**src/euler_zyx_rotation_matrix_top_assert.svh**
```systemverilog
// Assertion macros used by the block's top-level module.
`ifndef EULER_ZYX_ROTATION_MATRIX_TOP_ASSERT_SVH
`define EULER_ZYX_ROTATION_MATRIX_TOP_ASSERT_SVH

// Checks that an implication holds on every clock edge outside reset.
`define EZR_ASSERT_IMP(label, clk_s, rst_s, ante, cons, msg) \
  label: assert property (@(posedge clk_s) disable iff (rst_s) (ante) |-> (cons)) \
    else $error(msg);

// Checks that an implication holds in the cycle after its antecedent.
`define EZR_ASSERT_NEXT(label, clk_s, rst_s, ante, cons, msg) \
  label: assert property (@(posedge clk_s) disable iff (rst_s) (ante) |=> (cons)) \
    else $error(msg);

`endif

```
**src/ezr_pkg.sv**
```systemverilog
package ezr_pkg;
  localparam int WORK_FRAC = 30;
  localparam int IN_WIDTH = 19;
  localparam int OUT_WIDTH = 17;
  localparam int CORDIC_ITERS = 30;
  localparam int DEF_ANGLE_FRAC_BITS = 15;
  localparam int DEF_ENTRY_FRAC_BITS = 15;
  // Working values: Q2.30 angles and trig values fit in 36 signed bits.
  localparam int WW = 36;
  localparam logic signed [WW-1:0] Q30_PI = 36'sd3373259426;
  localparam logic signed [WW-1:0] Q30_HALF_PI = 36'sd1686629713;
  localparam logic signed [WW-1:0] Q30_TWO_PI = 36'sd6746518852;
  localparam logic signed [WW-1:0] CORDIC_GAIN = 36'sd652032874;

  typedef enum logic [1:0] {
    OP_ROT = 2'd0, OP_DA = 2'd1, OP_DB = 2'd2, OP_DG = 2'd3
  } op_t;

  typedef logic signed [WW-1:0] w_t;

  typedef struct packed {
    op_t op;
    logic neg_a, neg_b, neg_g;
    w_t xa, ya, za, xb, yb, zb, xg, yg, zg;
  } cell_t;

  function automatic w_t atan_at(input int i);
    logic [31:0] t [CORDIC_ITERS];
    t = '{32'h3243F6A8, 32'h1DAC6705, 32'h0FADBAFC, 32'h07F56EA6, 32'h03FEAB76,
          32'h01FFD55B, 32'h00FFFAAA, 32'h007FFF55, 32'h003FFFEA, 32'h001FFFFD,
          32'h000FFFFF, 32'h0007FFFF, 32'h0003FFFF, 32'h0001FFFF, 32'h0000FFFF,
          32'h00007FFF, 32'h00003FFF, 32'h00001FFF, 32'h00000FFF, 32'h000007FF,
          32'h000003FF, 32'h000001FF, 32'h000000FF, 32'h0000007F, 32'h0000003F,
          32'h0000001F, 32'h0000000F, 32'h00000008, 32'h00000004, 32'h00000002};
    return w_t'({4'b0, t[i]});
  endfunction

  // Rounded Q2.30 product.
  function automatic w_t qmul(input w_t a, input w_t b);
    logic signed [2*WW-1:0] p;
    p = a * b + (72'sd1 <<< (WORK_FRAC - 1));
    return w_t'(p >>> WORK_FRAC);
  endfunction
endpackage

```
**src/ezr_cell.sv**
```systemverilog
module ezr_cell #(
  parameter int STEP = 0
) (
  input  logic clk,
  input  logic en,
  input  ezr_pkg::cell_t d,
  output ezr_pkg::cell_t q
);
  import ezr_pkg::*;
  cell_t n;
  // One CORDIC rotation for each of the three angles.
  always_comb begin
    n = d;
    if (d.za >= 0) begin
      n.xa = d.xa - (d.ya >>> STEP); n.ya = d.ya + (d.xa >>> STEP);
      n.za = d.za - atan_at(STEP);
    end else begin
      n.xa = d.xa + (d.ya >>> STEP); n.ya = d.ya - (d.xa >>> STEP);
      n.za = d.za + atan_at(STEP);
    end
    if (d.zb >= 0) begin
      n.xb = d.xb - (d.yb >>> STEP); n.yb = d.yb + (d.xb >>> STEP);
      n.zb = d.zb - atan_at(STEP);
    end else begin
      n.xb = d.xb + (d.yb >>> STEP); n.yb = d.yb - (d.xb >>> STEP);
      n.zb = d.zb + atan_at(STEP);
    end
    if (d.zg >= 0) begin
      n.xg = d.xg - (d.yg >>> STEP); n.yg = d.yg + (d.xg >>> STEP);
      n.zg = d.zg - atan_at(STEP);
    end else begin
      n.xg = d.xg + (d.yg >>> STEP); n.yg = d.yg - (d.xg >>> STEP);
      n.zg = d.zg + atan_at(STEP);
    end
  end
  always_ff @(posedge clk) begin
    if (en) q <= n;
  end
endmodule

```
**config.mk**
```make
export PLATFORM = sky130hd
export DESIGN_NAME = ezr_cell
export DESIGN_NICKNAME = d
export VERILOG_FILES = /design/src/euler_zyx_rotation_matrix_top_assert.svh /design/src/ezr_pkg.sv /design/src/ezr_cell.sv
export SDC_FILE = /design/constraint.sdc
export NUM_CORES = 1
export LEC_CHECK = 0
export ABC_AREA = 0
export BUFFER_PORTS_ARGS = -buffer_cell sky130_fd_sc_hd__buf_4
export CORE_MARGIN = 5
export CORE_UTILIZATION = 25
export DETAILED_ROUTE_END_ITERATION = 16
export PLACE_DENSITY = 0.46
export SLEW_MARGIN = 20
export SYNTH_ARGS = -nofsm -noshare
export SYNTH_HDL_FRONTEND = slang
export SYNTH_SLANG_ARGS = --single-unit
```
**constraint.sdc**
```tcl
create_clock -name clk -period 9.9 [get_ports clk]
set_clock_uncertainty 0.15 [all_clocks]
set_input_delay 1.485 -clock clk [delete_from_list [all_inputs] [get_ports clk]]
set_output_delay 1.485 -clock clk [all_outputs]
set_load 0.05 [all_outputs]
```
==> summary.md <==
| Metric | Value |
|---|---|
| Reg clk slew, reported paths | 0.06 ns |
| Post-synth top area share | 29.95% |
| CP arrival | 5.98 ns |
| Final setup vio count | 0 |
| Total power | 6.636 mW |
| Die width | 371.6 µm |
| Number of global-route vias before repair | 30480 |
| Top reg by flops | q |
| GP Congestion | 0.9048 |
| Seq/Total Area, Yosys | 29.95% |
| Synth Flop Type | edfxtp_1 |
| Synth cell count leaders | a21oi_1 (487), ha_1 (411), inv_1 (357) |
| Max Cap Viol | 0 |
| Die span in y | 371.6 µm |
| Setup TNS | 0 ns |
| Net count after synthesis | 4566 |
| Antenna violations before repair | 32 |
| Ys async rst share | 0% |
| Worst slew pin tran | 1.040 ns |
| RSZ-0062 raised after global routing | no |
| DP Area | 0.03937 mm² |
| Syn avg cell area | 8.573 µm² |
| Clk root buf | clkbuf_16 |
| Family with the most delay on the worst path | compound AO/OA/AOI/OAI gates |
| Post-CTS Hold Buffers | 0 |
| Setup bufs post-CTS | 0 |
| Type of origin of the critical path | primary input |
| Total Wirelength | 137000 µm |
| First-pass GRT wire length | 197800 µm |
| Mapped Cells | 3812 |
| Syn-to-layout area delta | 25.24% |
| Largest regs | q (326) |
| Cell mode on critical path | a21o_1 |
| Pwr/cell area | 162.1 mW/mm² |
| FMAX | 174.0 MHz |
| Core region area | 0.1296 mm² |
| Area of the multi-input gates | 0.02093 mm² |
| Status | complete, no violations |
| FP Rows | 132 |
| Register area | 0.009789 mm² |
| Hold path cells | 1 |
| Flops & latches, synth | 326 |
| Post-synth EDFFs | 326 |
| I/O pin count | 660 |
| Levels on crit path | 18 |
| Post-DP HPWL | 111500 µm |
| GRT Util Overall | 18.76% |
| Crit-path max FO | 70 |
| Port bufs | 659 |
| Post-layout min period | 5.746 ns |
| CTS tree | done |
| Worst path cell trace | buf_4, inv_1, ha_1, nor4b_1, nand4_1, nor3_1, nand2b_4, buf_4, ha_1, a21o_1, a21o_1, a221oi_1, nand2_1, o21ai_0, o31ai_1, a21o_1, a21oi_1, xnor2_1 |
| Worst min-delay path class | primary input to register |
| DR pass1 iterations | 5 |
| Htree depth | 2 |
| WS Path Type | primary input to register |
| Layout cells sized above 1 | 18.17% |
| Largest net degree at the start of global routing | 134 |
| WP buf/inv | 3 |
| Lkg Pwr | 17.70 nW |
| Nets | 5142 |
| Crit end category | register |
| Clock Tree Buf Depth | 3 |
| Warnings from Yosys | 0 |
| # resized after CTS | 0 |
| Ranking of synthesized cells by area | edfxtp_1 (30%), ha_1 (16%), a21oi_1 (7.5%) |
| Syn Std Cell Area | 0.03268 mm² |
| Final Hold Fails | 0 |
| Min Hold Slack | 0.8581 ns |
| Die area | 0.1381 mm² |
| Final Cell Area | 0.04093 mm² |
| Critical path data required time | 10.14 ns |
| Total grt overflow | 0 |
| Antenna-violating nets left | 0 |
| Max reg flops | 326 |
| Clock Sinks | 326 |
| DRC | 0 |
| Cell taking the most area after synthesis | edfxtp_1 |
| Vias | 31010 |
| Crit path max-delay cell type | buf_4 |
| Yosys cell types | 87 |
| Slew Limit Fails | 0 |
| Starting Density | 25.21% |
| Fraction of the cycle the final worst path needs | 58.04% |
| Starting DRT DRC Count | 2341 |
| CP max stage delay | 0.66 ns |
| TritonCTS Buffers | 47 |
| Filler Cell Count | 13870 |
| Relative slew slack | 30.67% |
| Peak supply drop | 116.6 µV |
| WL per Instance | 22.16 µm |
| Via density | 5.014 |
| Most common cell in the netlist | a21oi_1 |
-- per-layer routing --
| metal | global-route usage (%) | up-vias | share of wire, % |
|---|---|---|---|
| li1 | - | 14980 | - |
| met1 | 23.89 | 14830 | 43 |
| met2 | 30.97 | 1038 | 46 |
| met3 | 6.112 | 146 | 8.9 |
| met4 | 4.129 | 24 | 2.0 |
| met5 | 0 | - | 0.12 |
-- through the flow --
| step | util, % | worst slack (ns) | cells |
|---|---|---|---|
| 5_1_grt | 31.55 | 3.862 | 6172 |
| 3_3_place_gp | 30.37 | 3.554 | 6081 |
| 2_1_floorplan | - | 3.760 | 3812 |
| 6_report | 31.57 | 4.154 | 6184 |
| 3_5_place_dp | 30.37 | 3.520 | 6081 |
| 4_1_cts | 31.54 | 4.231 | 6168 |
-- layout by cell type, fill, tap and decap left out, drive strengths merged, types with 9 or more instances in the layout --
cell	n
diode	16
o21ai	256
o31ai	39
a31o	9
and2	9
nor2b	51
a21boi	16
nor3	72
nand2b	45
inv	366
o2111ai	11
a221oi	19
nor2	309
clkinv	33
and3	16
edfxtp	326
xor2	44
a31oi	31
a2111oi	17
a211oi	47
buf	671
o21a	45
ha	411
mux2i	42
o22ai	9
nand3	58
o31a	15
xnor2	248
nand4	57
fa	12
nor4	38
clkbuf	54
o21bai	94
nand2	169
a21oi	488
o211ai	26
a21o	116
or3	21
or2	16
-- worst paths after layout --
kind	start	end	slack, ns
setup / recovery	d[251]	q[248]	4.15
hold / removal	d[325]	q[325]	0.86
-- kinds of logic (layout without fill, tap and decap cells) --
group           after synthesis  count (layout)  synth area share [%]
buf+inv                     520            1134                 6.068
flops                       326             326                 29.95
xor+xnor                    292             292                 7.825
mux                          43              43                 1.321
compound gates             1315            1315                 25.22
other cells                   0              16                     0
simple gates                893             893                 13.14
fa+ha+maj                   423             423                 16.47
-- power breakdown --
part           leakage (nW)  total [mW]  switching, mW  internal (mW)
Combinational          13.8        3.00           2.04          0.957
Clock                 0.722        1.71          0.745          0.963
Sequential             3.19        1.93         0.0948           1.83
-- layout make-up --
cell class | count | share of cell area (%)
antenna | 16 | 0.09782
clock buffer | 54 | 2.938
clock inverter | 33 | 0.7765
inverter | 376 | 3.448
multi-input combinational | 2966 | 51.14
timing repair buffer | 671 | 12.36
tap | 1742 | 5.325
sequential | 326 | 23.92
No activity file was read; power rests on OpenSTA's default activity.
