<file path="src/euler_zyx_rotation_matrix_top_assert.svh">
// Assertion macros used by the block's top-level module.
`ifndef EULER_ZYX_ROTATION_MATRIX_TOP_ASSERT_SVH
`define EULER_ZYX_ROTATION_MATRIX_TOP_ASSERT_SVH

// Checks that an implication holds on every clock edge outside reset.
`define EZR_ASSERT_IMP(label, clk_s, rst_s, ante, cons, msg) \
  label: assert property (@(posedge clk_s) disable iff (rst_s) (ante) |-> (cons)) \
    else $error(msg);

// Checks that an implication holds in the cycle after its antecedent.
`define EZR_ASSERT_NEXT(label, clk_s, rst_s, ante, cons, msg) \
  label: assert property (@(posedge clk_s) disable iff (rst_s) (ante) |=> (cons)) \
    else $error(msg);

`endif

</file>
<file path="src/ezr_pkg.sv">
package ezr_pkg;
  localparam int WORK_FRAC = 30;
  localparam int IN_WIDTH = 19;
  localparam int OUT_WIDTH = 17;
  localparam int CORDIC_ITERS = 30;
  localparam int DEF_ANGLE_FRAC_BITS = 15;
  localparam int DEF_ENTRY_FRAC_BITS = 15;
  // Working values: Q2.30 angles and trig values fit in 36 signed bits.
  localparam int WW = 36;
  localparam logic signed [WW-1:0] Q30_PI = 36'sd3373259426;
  localparam logic signed [WW-1:0] Q30_HALF_PI = 36'sd1686629713;
  localparam logic signed [WW-1:0] Q30_TWO_PI = 36'sd6746518852;
  localparam logic signed [WW-1:0] CORDIC_GAIN = 36'sd652032874;

  typedef enum logic [1:0] {
    OP_ROT = 2'd0, OP_DA = 2'd1, OP_DB = 2'd2, OP_DG = 2'd3
  } op_t;

  typedef logic signed [WW-1:0] w_t;

  typedef struct packed {
    op_t op;
    logic neg_a, neg_b, neg_g;
    w_t xa, ya, za, xb, yb, zb, xg, yg, zg;
  } cell_t;

  function automatic w_t atan_at(input int i);
    logic [31:0] t [CORDIC_ITERS];
    t = '{32'h3243F6A8, 32'h1DAC6705, 32'h0FADBAFC, 32'h07F56EA6, 32'h03FEAB76,
          32'h01FFD55B, 32'h00FFFAAA, 32'h007FFF55, 32'h003FFFEA, 32'h001FFFFD,
          32'h000FFFFF, 32'h0007FFFF, 32'h0003FFFF, 32'h0001FFFF, 32'h0000FFFF,
          32'h00007FFF, 32'h00003FFF, 32'h00001FFF, 32'h00000FFF, 32'h000007FF,
          32'h000003FF, 32'h000001FF, 32'h000000FF, 32'h0000007F, 32'h0000003F,
          32'h0000001F, 32'h0000000F, 32'h00000008, 32'h00000004, 32'h00000002};
    return w_t'({4'b0, t[i]});
  endfunction

  // Rounded Q2.30 product.
  function automatic w_t qmul(input w_t a, input w_t b);
    logic signed [2*WW-1:0] p;
    p = a * b + (72'sd1 <<< (WORK_FRAC - 1));
    return w_t'(p >>> WORK_FRAC);
  endfunction
endpackage

</file>
<file path="src/ezr_reduce.sv">
module ezr_reduce #(
  parameter int ANGLE_FRAC_BITS = ezr_pkg::DEF_ANGLE_FRAC_BITS
) (
  input  logic clk,
  input  logic en,
  input  logic signed [18:0] angle,
  output ezr_pkg::w_t r,
  output logic neg_cos
);
  import ezr_pkg::*;
  localparam int SW = IN_WIDTH + WORK_FRAC - ANGLE_FRAC_BITS;
  localparam int CW = ((SW > WW) ? SW : WW) + 2;
  // Whole periods on either side of zero that the scaled angle can reach.
  localparam longint NP = (longint'(1) <<< (SW - 1)) / longint'(Q30_TWO_PI) + 1;
  typedef logic signed [CW-1:0] wide_t;
  wide_t scaled, cand;
  w_t m, m_next, rr;
  logic neg;
  // Stage 1: scale to Q2.30 and fold into [0, 2pi). Every whole-period offset is
  // tried side by side and the single candidate that lands in range is kept.
  always_comb begin
    scaled = wide_t'(angle) <<< (WORK_FRAC - ANGLE_FRAC_BITS);
    m_next = '0;
    for (longint k = -NP; k <= NP; k++) begin
      cand = scaled - wide_t'(k) * wide_t'(Q30_TWO_PI);
      if (cand >= 0 && cand < wide_t'(Q30_TWO_PI)) m_next = w_t'(cand);
    end
  end
  always_ff @(posedge clk) begin
    if (en) m <= m_next;
  end
  always_comb begin
    rr = m;
    neg = 1'b0;
    if (rr >= Q30_PI) rr = rr - Q30_TWO_PI;
    if (rr > Q30_HALF_PI) begin
      rr = Q30_PI - rr;
      neg = 1'b1;
    end else if (rr < -Q30_HALF_PI) begin
      rr = -Q30_PI - rr;
      neg = 1'b1;
    end
  end
  always_ff @(posedge clk) begin
    if (en) begin
      r <= rr;
      neg_cos <= neg;
    end
  end
endmodule

</file>
<file path="config.mk">
export PLATFORM = sky130hd
export DESIGN_NAME = ezr_reduce
export DESIGN_NICKNAME = d
export VERILOG_FILES = /design/src/euler_zyx_rotation_matrix_top_assert.svh /design/src/ezr_pkg.sv /design/src/ezr_reduce.sv
export SDC_FILE = /design/constraint.sdc
export NUM_CORES = 1
export LEC_CHECK = 0
export ABC_AREA = 1
export BUFFER_PORTS_ARGS = -buffer_cell sky130_fd_sc_hd__buf_4
export CAP_MARGIN = 20
export CORE_MARGIN = 2
export CORE_UTILIZATION = 39
export CTS_CLUSTER_SIZE = 8
export DETAILED_ROUTE_END_ITERATION = 8
export SYNTH_ARGS = -nofsm -noshare
export SYNTH_HDL_FRONTEND = slang
export SYNTH_SLANG_ARGS = --single-unit
</file>
<file path="constraint.sdc">
create_clock -name clk -period 3.5 [get_ports clk]
set_clock_uncertainty 0.15 [all_clocks]
set_input_delay 0.35 -clock clk [delete_from_list [all_inputs] [get_ports clk]]
set_output_delay 0.35 -clock clk [all_outputs]
set_load 0.05 [all_outputs]
</file>
==> reports/results.txt <==
DP Wirelength: 20400 um
Run status: completed
Fmax achieved: 305 MHz
Dpl cell area: 9220 um^2
FF-to-FF Start: m[21]
Cts hold-fix bufs: 0
Synth area leader: nand2_1
Die W: 147 um
Final setup viols: 0
Clock transition time at the flip-flop clock pins of the worst setup and hold paths: 60 ps
Number of global-route vias before repair: 8486
Row cnt: 52
Via Count: 9130
Synth area leaders: nand2_1 (30%), edfxtp_1 (23%), nor2_1 (8.5%)
Startpoint Class: flip-flop
Most frequent cells in the layout: nand2_1 (624), nor2_1 (166), buf_4 (145), inv_1 (138), nand3_1 (126)
Worst Hold Depth: 3
Critical path class: reg2reg
Root Driver: clkbuf_16
Clock latency on the worst-skew pair: 350 ps
Asr flop ratio synth: 0%
Commonest non-fill, non-tap cell in the layout: nand2_1
H-tree depth: 3
CP Data Arrival Time: 3240 ps
Final min period: 3280 ps
TritonRoute pass-1 iters: 5
Peak fanout along the critical path: 28
Clock group share of total power: 21.8%
Residual DRC: 0
Worst Hold Launch: angle[1]
Fraction of layout cells with a size suffix above 1: 14.9%
Reg2reg end: r[7]
P_int: 2.41 mW
Post-synthesis sequential area ratio: 22.9%
Post-route ant nets: 0
Dominant synthesized flop cell: edfxtp_1
Initial antenna violation count: 0
Grt ovf: 0
Placer Congestion: 0.956
Vias per cell: 5.00
Yosys top cell area share: 29.7%
Syn. warnings: 0
IO Count: 58
Switching pwr: 2.02 mW
Worst-Margin Slew: 780 ps
PwrDens: 457 nW/um^2
Sequential Power Share: 23.4%
Final Util: 48.2%
FF+latch count, synth: 61
Met2 WL post-DR: 12700 um
Pin count of the biggest net entering global routing: 62
Fill cells: 2194
FF-to-FF setup slack: 220 ps
Synth unique cells: 42
Hold endpoint: m[16]
Met1 WL: 11200 um
Setup crit end kind: flip-flop
Path depth of the worst reg2reg path: 20
Syn_area_per_cell: 5.61 um^2
Fin. max-slew vios: 0
Iter 0 DRT Violations: 529
Relative slew slack: 48.0%
EDFF count, synth: 61
CTS tree: done
Core Footprint: 20200 um^2
Full die area: 21700 um^2
Initial Util: 39.6%
Total CTS buffers: 9
Final nets: 1584
Hold Fails Final Rpt: 0
Peak supply drop: 184 uV
Fin area: 9710 um^2
I/O Buffers: 56
Number of diodes: 0
Max-Cap Viols: 0
Mapped Area: 7990 um^2
Final Cycle Share: 93.7%
Switch share: 45.6%
Top routing layer in use: met4
HP Class: in2reg
Gate power share: 54.9%
Clk buf depth: 2
Leak pwr: 5.05 nW
First-pass GRT wire length: 41700 um
Clock sinks: 61
Die Ht: 147 um
Req. time, crit path: 3460 ps
P&R area growth vs syn: 21.5%
Syn Inst Count: 1426
Overall routing resource usage: 23.8%
WL/cell: 13.9 um
Met3 WL post-DR: 788 um
Detailed Route WL: 25400 um
==> sequential cells by signal, summed over array words and instances (netlist names) <==
signal  count
r          35
m          26
==> worst max-delay path by stage <==
| stage | from | end | slack [ps] |
|---|---|---|---|
| global placement | m[14] | r[32] | -110 |
| global route | m[21] | r[33] | -20 |
| detailed placement | m[14] | r[32] | -130 |
| CTS | m[14] | r[32] | 20 |
| floorplan | m[14] | r[6] | 330 |
| finish | m[21] | r[7] | 220 |
==> worst max-delay path: stages (launching register included) <==
cell and delay [ps]:
edfxtp_1 490, nor2_2 170, nand2_1 100, nor2_2 180, nand3_4 120, nand2_4 170
buf_12 180, nand3_1 80, nand2_1 60, nand2_1 230, nand3_1 190, nand2_1 60
nand2_1 80, nor2_1 50, nor2_1 100, nand3_2 130, buf_12 200, nand2_1 110
nand2_1 60, nand2_1 60, nand2_1 50
==> final cells by class <==
type	count	area, um^2	area share [%]
multi-input combinational	1177	5460	56.2
tap	270	338	3.48
clock inverter	7	90.1	0.927
timing repair buffer	150	1190	12.2
sequential	61	1830	18.9
clock buffer	9	225	2.32
inverter	153	581	5.98
==> metrics by stage <==
step / cells / worst slack [ps] / TNS (ps) / hold WS [ps] / power [mW]
after floorplan: 1429 / 328 / 0 / 312 / 2.67
after global placement: 1802 / -109 / -120 / 522 / 3.41
after detailed placement: 1802 / -125 / -184 / 526 / 3.41
after CTS: 1820 / 22.8 / 0 / 164 / 4.39
after global routing: 1827 / -15.8 / -17.2 / 197 / 4.77
final: 1827 / 221 / 0 / 175 / 4.44
==> power groups by stage <==
| stage | sequential (mW) | combinational, mW | clock, mW |
|---|---|---|---|
| after floorplan | 1.34 | 1.33 | 0 |
| final | 1.04 | 2.44 | 0.966 |
| after global placement | 1.05 | 2.35 | 0 |
| after CTS | 1.04 | 2.37 | 0.978 |
| after global routing | 1.05 | 2.71 | 1.01 |
| after detailed placement | 1.05 | 2.35 | 0 |
==> cell usage after synthesis, types with 2 or more instances <==
| cell | number |
|---|---|
| or2_2 | 2 |
| inv_2 | 10 |
| o21ai_0 | 38 |
| xor2_1 | 49 |
| clkbuf_1 | 13 |
| nand2_4 | 4 |
| clkinv_1 | 2 |
| nand4_1 | 26 |
| a21oi_1 | 28 |
| o21ai_1 | 17 |
| inv_1 | 141 |
| nor2_2 | 4 |
| nand2_2 | 9 |
| nor3_1 | 11 |
| nand3b_1 | 7 |
| ha_1 | 11 |
| nand3_2 | 3 |
| buf_8 | 2 |
| buf_6 | 4 |
| buf_4 | 8 |
| nand3_1 | 126 |
| xnor2_1 | 6 |
| nand2_1 | 632 |
| o21ai_2 | 2 |
| o211ai_1 | 4 |
| nor2_1 | 180 |
| buf_2 | 12 |
| edfxtp_1 | 61 |
==> per-layer routing <==
layer,up-vias,GRT usage [%]
met5,-,0
met4,0,9.57
met3,37,2.11
met2,206,42.4
met1,4138,29.7
li1,4749,-
==> what timing repair did <==
item,in CTS,in global routing
gates resized for setup,1,38
pin swaps,0,1
endpoints found under the setup margin,4,35
buffers inserted,2,6
gates cloned,0,1
==> logic make-up after synthesis <==
logic type	count (synthesis)	share of synthesized area (%)
AOI/OAI and AO/OA	96	6.57
xor gates and xnor gates	56	6.23
adders and majority gates	11	1.72
buffers and inverters	192	10.2
DFF	61	22.9
other	1	0.0469
and+or+nand+nor	1009	52.3
(Power assumes the default switching activity.)
